==> src/rtl/pld_pkg.sv <==
// ----------------------------------------------------------------------------
// pld_pkg
// Widths, request/result types and pipeline constants for the
// point-to-line distance block.
// ----------------------------------------------------------------------------
`default_nettype none

package pld_pkg;

  // coordinate format
  localparam int CW     = 16;          // coordinate width
  localparam int DW     = CW + 1;      // point minus base
  localparam int PW     = DW + CW;     // d * v product
  localparam int CPW    = PW + 1;      // cross product component
  localparam int MW     = CPW - 1;     // magnitude of a cross component
  localparam int LO     = (MW + 1) / 2;
  localparam int HI     = MW - LO;
  localparam int NW     = 2 * CPW;     // |d x v|^2
  localparam int DENW   = 2 * CW;      // |v|^2
  localparam int DIST_W = 18;
  localparam int QW     = 2 * DIST_W;  // quotient bits kept
  localparam int RW     = (NW > DENW + QW) ? NW : DENW + QW;

  // clock edges from request acceptance to the result strobe (done)
  localparam int LATENCY = QW + DIST_W + 8;

  typedef struct packed {
    logic signed [CW-1:0] point_x;
    logic signed [CW-1:0] point_y;
    logic signed [CW-1:0] point_z;
    logic signed [CW-1:0] line_base_x;
    logic signed [CW-1:0] line_base_y;
    logic signed [CW-1:0] line_base_z;
    logic signed [CW-1:0] line_dir_x;
    logic signed [CW-1:0] line_dir_y;
    logic signed [CW-1:0] line_dir_z;
  } request_t;

  typedef struct packed {
    logic [DIST_W-1:0] distance;
    logic              degenerate;
  } result_t;

  // control traveling alongside the data
  typedef struct packed {
    logic vld;
    logic deg;
  } ctl_t;

endpackage

`default_nettype wire

==> src/rtl/pld_sqrt.sv <==
// ----------------------------------------------------------------------------
// pld_sqrt
// Pipelined integer square root, one root bit per stage, floor result.
// ----------------------------------------------------------------------------
`default_nettype none

module pld_sqrt import pld_pkg::*; (
  input  logic              clk,
  input  logic              rst,
  input  ctl_t              ctl_in,
  input  logic [QW-1:0]     rad,
  output ctl_t              ctl_out,
  output logic [DIST_W-1:0] root
);

  localparam int TW = QW + 2;

  logic              vld [DIST_W+1];
  logic              deg [DIST_W+1];
  logic [QW-1:0]     rem [DIST_W+1];
  logic [DIST_W-1:0] r   [DIST_W+1];

  assign vld[0] = ctl_in.vld;
  assign deg[0] = ctl_in.deg;
  assign rem[0] = rad;
  assign r[0]   = '0;

  // rem holds rad - r^2; try setting bit I of the root
  for (genvar k = 0; k < DIST_W; k++) begin : g_step
    localparam int I = DIST_W - 1 - k;
    logic [TW-1:0] trial;
    logic          ge;

    assign trial = (TW'(r[k]) << (I + 1)) + (TW'(1) << (2 * I));
    assign ge    = TW'(rem[k]) >= trial;

    always_ff @(posedge clk) begin
      if (rst) begin
        vld[k+1] <= 1'b0;
      end else begin
        vld[k+1] <= vld[k];
      end
    end

    always_ff @(posedge clk) begin
      deg[k+1] <= deg[k];
      rem[k+1] <= ge ? QW'(TW'(rem[k]) - trial) : rem[k];
      r[k+1]   <= ge ? (r[k] | (DIST_W'(1) << I)) : r[k];
    end
  end

  assign ctl_out.vld = vld[DIST_W];
  assign ctl_out.deg = deg[DIST_W];
  assign root        = r[DIST_W];

endmodule

`default_nettype wire

==> config.mk <==
export PLATFORM = sky130hd
export DESIGN_NAME = pld_sqrt
export DESIGN_NICKNAME = d
export VERILOG_FILES = /design/src/rtl/pld_pkg.sv /design/src/rtl/pld_sqrt.sv
export SDC_FILE = /design/constraint.sdc
export NUM_CORES = 1
export LEC_CHECK = 0
export BUFFER_PORTS_ARGS = -buffer_cell sky130_fd_sc_hd__buf_2
export CAP_MARGIN = 0
export CELL_PAD_IN_SITES_DETAIL_PLACEMENT = 1
export CELL_PAD_IN_SITES_GLOBAL_PLACEMENT = 2
export CORE_AREA = 2 2 286 288
export CTS_CLUSTER_SIZE = 25
export DETAILED_ROUTE_END_ITERATION = 8
export DIE_AREA = 0 0 288 290
export GPL_ROUTABILITY_DRIVEN = 0
export HOLD_SLACK_MARGIN = 0.08
export PLACE_DENSITY_LB_ADDON = 0.1
export SETUP_SLACK_MARGIN = 0.3
export SYNTH_ARGS = -nofsm -noshare
export SYNTH_HDL_FRONTEND = slang
export SYNTH_SLANG_ARGS = --single-unit
==> constraint.sdc <==
create_clock -name clk -period 3.2 [get_ports clk]
set_clock_uncertainty 0.1 [all_clocks]
set_input_delay 0.64 -clock clk [delete_from_list [all_inputs] [get_ports clk]]
set_output_delay 0.64 -clock clk [all_outputs]
set_load 0.01 [all_outputs]
==> results of run 1 <==
==> logic make-up after synthesis <==
kind of cell | Yosys count | share of synthesized area (%)
multiplexers | 35 | 1.32
XOR/XNOR | 252 | 7.45
adder cells (fa/ha/maj) | 185 | 7.82
flip-flops | 819 | 55.4
buffers and inverters | 277 | 3.62
AND/OR/NAND/NOR | 805 | 14.2
AO/OA/AOI/OAI | 491 | 10.2
==> sequential cells by signal, summed over array words and instances, names as in the netlist <==
signal / count
rem: 612
r: 153
root: 18
vld: 17
ctl_out: 2
deg: 17
==> worst min-delay path by stage <==
stage               slack, ps    endpoint  cells after the start       from
global placement          210     deg[13]                      0    deg[14]
CTS                       110     vld[17]                      2  ctl_in[1]
floorplan                 210  ctl_out[0]                      0     deg[1]
detailed placement        210      deg[8]                      0     deg[9]
global route              120     vld[17]                      2  ctl_in[1]
finish                    140     vld[17]                      2  ctl_in[1]
==> cells in the mapped netlist, types with 32 or more instances <==
cell	instances	area share (%)
a21o_1	50	1.3
a21oi_1	159	2.7
clkbuf_1	39	0.49
dfxtp_1	819	55
ha_1	185	7.8
inv_1	226	2.9
nand2_1	181	2.3
nand2b_1	34	0.72
nand3_1	42	0.71
nand4_1	35	0.74
nor2_1	157	2.0
nor2b_1	43	0.91
nor3_1	81	1.4
nor4_1	91	1.9
o21a_1	32	0.81
o21ai_0	138	2.3
xnor2_1	118	3.5
xor2_1	134	4.0
==> stage by stage <==
step	area (um^2)	util, %	worst slack, ps	total power, uW	TNS, ps
2_1_floorplan	29700	-	36.1	20700	0
3_3_place_gp	31800	39.7	-11.7	23500	-11.7
3_5_place_dp	31800	39.7	-94.3	23700	-393
4_1_cts	35900	44.7	221	35200	0
5_1_grt	36700	45.8	111	37400	0
6_report	36700	45.8	175	35100	0
==> cell usage in the layout (no fill, tap or decap), types with 17 or more instances in the layout <==
| cell | n |
|---|---|
| or3_1 | 25 |
| ha_1 | 164 |
| nand2_1 | 178 |
| clkbuf_16 | 90 |
| or4_1 | 21 |
| inv_1 | 224 |
| mux2_2 | 20 |
| xnor2_1 | 115 |
| nor3_1 | 67 |
| nand4_1 | 35 |
| o21ai_0 | 129 |
| dlygate4sd3_1 | 37 |
| buf_2 | 60 |
| a21o_1 | 50 |
| a21oi_1 | 140 |
| dfxtp_1 | 812 |
| nor4_1 | 69 |
| buf_4 | 102 |
| xor2_1 | 134 |
| o21a_1 | 32 |
| nand3_1 | 37 |
| nand2b_1 | 34 |
| nor2b_1 | 41 |
| a21oi_2 | 18 |
| nor2_1 | 145 |
| clkbuf_8 | 17 |
==> repair_timing <==
| action | 4_1_cts | 5_1_grt |
|---|---|---|
| hold buffers | 37 | 0 |
| pin swaps | 20 | 40 |
| endpoints found under the setup margin | 92 | 155 |
| hold endpoints to repair | 38 | 0 |
| buffers inserted | 10 | 16 |
| gates resized for setup | 71 | 131 |
| gates cloned | 0 | 4 |
==> power breakdown <==
group	total (uW)	internal [uW]	switching (uW)
registers	14600	12600	1930
logic	9560	4420	5140
clock network	11000	6810	4230
==> area by class of cell <==
type / instances / share of cell area [%]
Timing Repair Buffer: 219 / 4.77
Sequential cell: 819 / 44.7
Inverter: 226 / 2.31
Multi-Input combinational cell: 1768 / 35.8
Clock buffer: 121 / 6.80
Clock inverter: 38 / 2.03
Tap cell: 1060 / 3.62
==> per-layer routing <==
layer | share of wire (%) | GRT usage [%] | up-vias | wire length, um
li1 | - | - | 10400 | -
met1 | 38 | 17.9 | 9945 | 28700
met2 | 55 | 35.3 | 270 | 41900
met3 | 3.0 | 2.80 | 181 | 2250
met4 | 4.4 | 7.85 | 0 | 3370
met5 | 0 | 0 | - | 0
==> results.md, run 1 <==
* Drc violations at 0
* Row cnt at 104
* CTS Sinks at 819
* Post-synthesis async set-or-reset flop share at 0%
* CP most frequent cell: or4_4
* Worst R2R Start: rem[94]
* Die area at 83,500 um^2
* Root Driver: clkbuf_16
* CP delay by family, top: simple AND/OR/NAND/NOR gates
* Critical Path Fanout Max at 7
* Startpoint types: register
* Syn Inst Count at 2,864
* Worst r2r dst: rem[62]
* Crit path DAT at 3440 ps
* Unrepaired setup endpoints after global routing: true
* FF+latch count, synth at 819
* Pin count of the biggest net entering global routing at 32
* CP startpoint: rem[94]
* Final min period at 3030 ps
* Hold_ws at 139 ps
* Share of layout cells above drive strength 1 at 16.5%
* CP bufs+invs at 1
* Total of fill cells in the finished design at 8,678
* Max-cap viol count at 0
* WL final at 76.1 mm
* Reg2reg path depth at 9
* Worst Tran Pin Value at 907 ps
* First-pass DRT Iterations at 4
* Post-synth EDFFs at 0
* Worst vdd ir at 442 uV
* Top FF cell, synth: dfxtp_1
* Gr ovfl total at 0
* Core Region at 80,200 um^2
* Iteration-0 DRC Markers at 673
* Drt wl/cell at 17.9 um
* CTS tree: done
* Crit. End Element: register
* Width of the chip at 288 um
* CTS buffer count at 88
* Leak at 0.0163 uW
* Ports at 60
* Final hold vios at 0
* Instance count on the critical path at 9
* First-pass GRT wire length at 118 mm
* Register area at 16,400 um^2
* Slew Viols, Final at 0
* Seq/Total Area, Yosys at 55.4%
* Multi-input gate area at 13,100 um^2
* Final setup fails at 0
* Mapped cell area at 29,600 um^2
* Area grow syn2layout at 23.8%
* Cell chain of the critical path: or4_4 > or3_4 > or2_1 > or4_4 > o41a_1 > a21bo_4 > buf_6 > nor3_2 > xor2_1
* PortBufs at 59
* Chip height at 290 um
* Max-slew headroom at 38.9%
* Hold WC Path Type: in -> reg
* Clock transition at the registers of the reported paths at 60 ps
* FF-to-FF setup slack at 170 ps
* GRT Resource Usage Total at 17.8%
* Vias in the first global route at 22,700
* CTS max path bufs at 3
* Non-Filler Instances at 4,251
* Final ANT Viol Nets at 0
* Vias at 20,800
* Status: finished, final reports clean
* Post-Place Cells at 4,025
* Syn Nets at 3,089
* Antenna fix cells at 0
* Max incr delay on CP at 530 ps
* Post-layout nets at 3,347
* Via density at 4.89
* H-tree depth at 3
* Worst-Skew Late Latency at 670 ps
* Crit path required time at 3610 ps
* Kind of critical path: reg -> reg
* Fmax at 331 MHz
* Critical Path End: rem[62]
* Starting Density at 37.0%
* Number of synthesis warnings at 0
* Worst path slowest cell: or4_4
* Average size of a mapped cell at 10.3 um^2
* Power per cell area at 958 nW/um^2
* Distinct cell type count after synthesis at 74
* Final HPWL DP at 57.6 mm
* Initial antenna violation count at 0
* Period Utilization, post-route at 94.5%
(Power assumes the default switching activity.)
==> run 2: changes to the inputs <==
--- a/config.mk
+++ b/config.mk
@@ -5,7 +5,7 @@
 export SDC_FILE = /design/constraint.sdc
 export NUM_CORES = 1
 export LEC_CHECK = 0
-export BUFFER_PORTS_ARGS = -buffer_cell sky130_fd_sc_hd__buf_2
+export BUFFER_PORTS_ARGS = -buffer_cell sky130_fd_sc_hd__clkbuf_2
 export CAP_MARGIN = 0
 export CELL_PAD_IN_SITES_DETAIL_PLACEMENT = 1
 export CELL_PAD_IN_SITES_GLOBAL_PLACEMENT = 2
==> run 2 against run 1 <==
Compared with the run above: global-route usage shrank 0.15 points; fmax shrank 3.0%; register-to-register slack lost 90 ps; critical path depth shrank 2; sequential share of layout area grew 0.35 points; via count shrank 0.82%; power shrank 1.9%; count of clock-buffer cells in the layout shrank 2; sequential power is essentially flat; die area is the same; cell count shrank 0.35%; largest power group unchanged.
==> results.md, run 2 (same netlist as run 1, synthesis figures left out) <==
* Status: finished, final reports clean
* Fmax at 321 MHz
* Chip height at 290 um
* Leak at 0.0163 uW
* Unrepaired setup endpoints after global routing: true
* Root Driver: clkbuf_16
* Worst-Skew Late Latency at 660 ps
* Post-layout nets at 3,336
* Final WS setup at 82.2 ps
* Hold_ws at 145 ps
* Gr ovfl total at 0
* H-tree depth at 3
* Worst Tran Pin Value at 704 ps
* Worst R2R Start: rem[94]
* Core Region at 80,200 um^2
* Pin count of the biggest net entering global routing at 32
* First-pass GRT wire length at 118 mm
* Slew Viols, Final at 0
* First-pass DRT Iterations at 4
* Max-slew headroom at 52.7%
* Share of layout cells above drive strength 1 at 16.0%
* Width of the chip at 288 um
* Area grow syn2layout at 22.9%
* Initial antenna violation count at 0
* PortBufs at 59
* Startpoint types: register
* Largest register FFs at 612
* Design area at 36,400 um^2
* Crit. End Element: register
* CTS Sinks at 819
* CTS max path bufs at 3
* GRT Resource Usage Total at 17.7%
* Ports at 60
* Drt wl/cell at 17.5 um
* Max-cap viol count at 0
* Iteration-0 DRC Markers at 635
* Power per cell area at 947 nW/um^2
* Final ANT Viol Nets at 0
* Starting Density at 37.0%
* CTS buffer count at 87
* Largest register by flop count: rem
* Vias in the first global route at 22,400
* Crit path required time at 3620 ps
* Setup WS pre-CTS at -83.2 ps
* Hold WC Path Type: in -> reg
* Commonest non-fill, non-tap cell in the layout: dfxtp_1
* Vias at 20,600
* Hold Path Stages at 2
* CP startpoint: rem[94]
* CTS tree: done
* Row cnt at 104
* Antenna fix cells at 0
* Final hold vios at 0
* Period Utilization, post-route at 97.4%
* WL final at 74.2 mm
* Critical Path Fanout Max at 8
* Final min period at 3120 ps
* Reg2reg path depth at 7
* Kind of critical path: reg -> reg
* Final setup fails at 0
* Final HPWL DP at 57.3 mm
* Final core occ at 45.4%
* Post-place instance area at 31,800 um^2
* Worst vdd ir at 519 uV
* Total of fill cells in the finished design at 8,736
* Hold Path Origin: ctl_in[1]
* Drc violations at 0
* Via density at 4.87
* Most frequent cells in the layout: 813 x dfxtp_1, 223 x inv_1, 177 x nand2_1
* Clock transition at the registers of the reported paths at 50 ps
* Die area at 83,500 um^2
* Crit path DAT at 3540 ps
==> run 2: where the power goes <==
| group | switching [uW] | internal [uW] |
|---|---|---|
| registers | 1940 | 12600 |
| logic | 5110 | 4350 |
| clock network | 4190 | 6270 |
==> run 2: per-stage QoR <==
step	power [uW]	std cells	setup TNS, ps
6_report	34500	4236	0
3_5_place_dp	23700	4018	-235
4_1_cts	34500	4217	0
5_1_grt	36800	4236	0
2_1_floorplan	20700	2864	0
3_3_place_gp	23500	4018	-25.4
==> run 2: layout make-up <==
cell class | count | area, um^2 | share of cell area, %
Clock inverter | 35 | 593 | 1.63
Sequential cell | 819 | 16400 | 45.1
Timing Repair Buffer | 209 | 1670 | 4.58
Multi-Input combinational cell | 1768 | 13100 | 36.0
Tap cell | 1060 | 1330 | 3.64
Clock buffer | 119 | 2470 | 6.78
Inverter | 226 | 852 | 2.34
==> run 2: critical path, stage by stage, from the launching register on <==
cell and delay (ps):
dfxtp_2 320, or4_4 530, or3_4 390, or2_1 260
or4_4 460, or4_4 480, buf_12 180, mux2_4 290
==> run 2: what timing repair did <==
action                                  4_1_cts  5_1_grt
hold buffers                                 37        0
endpoints found under the hold margin        38        0
pin swaps                                    13       35
cloned                                        0        2
buffers inserted                              8       17
gates resized for setup                      54      143
endpoints found under the setup margin       99      127
==> run 2: layer usage <==
metal,track usage [%],vias to the layer above,routed length (um)
li1,-,10400,-
met1,18.2,9874,28300
met2,35.2,238,41000
met3,2.45,150,2270
met4,6.65,0,2660
met5,0,-,0
==> run 2: final timing paths <==
kind | endpoint | slack [ps]
min reg2reg | deg[13] | 230
max reg2reg | rem[47] | 80
min | vld[17] | 150
max | rem[47] | 80
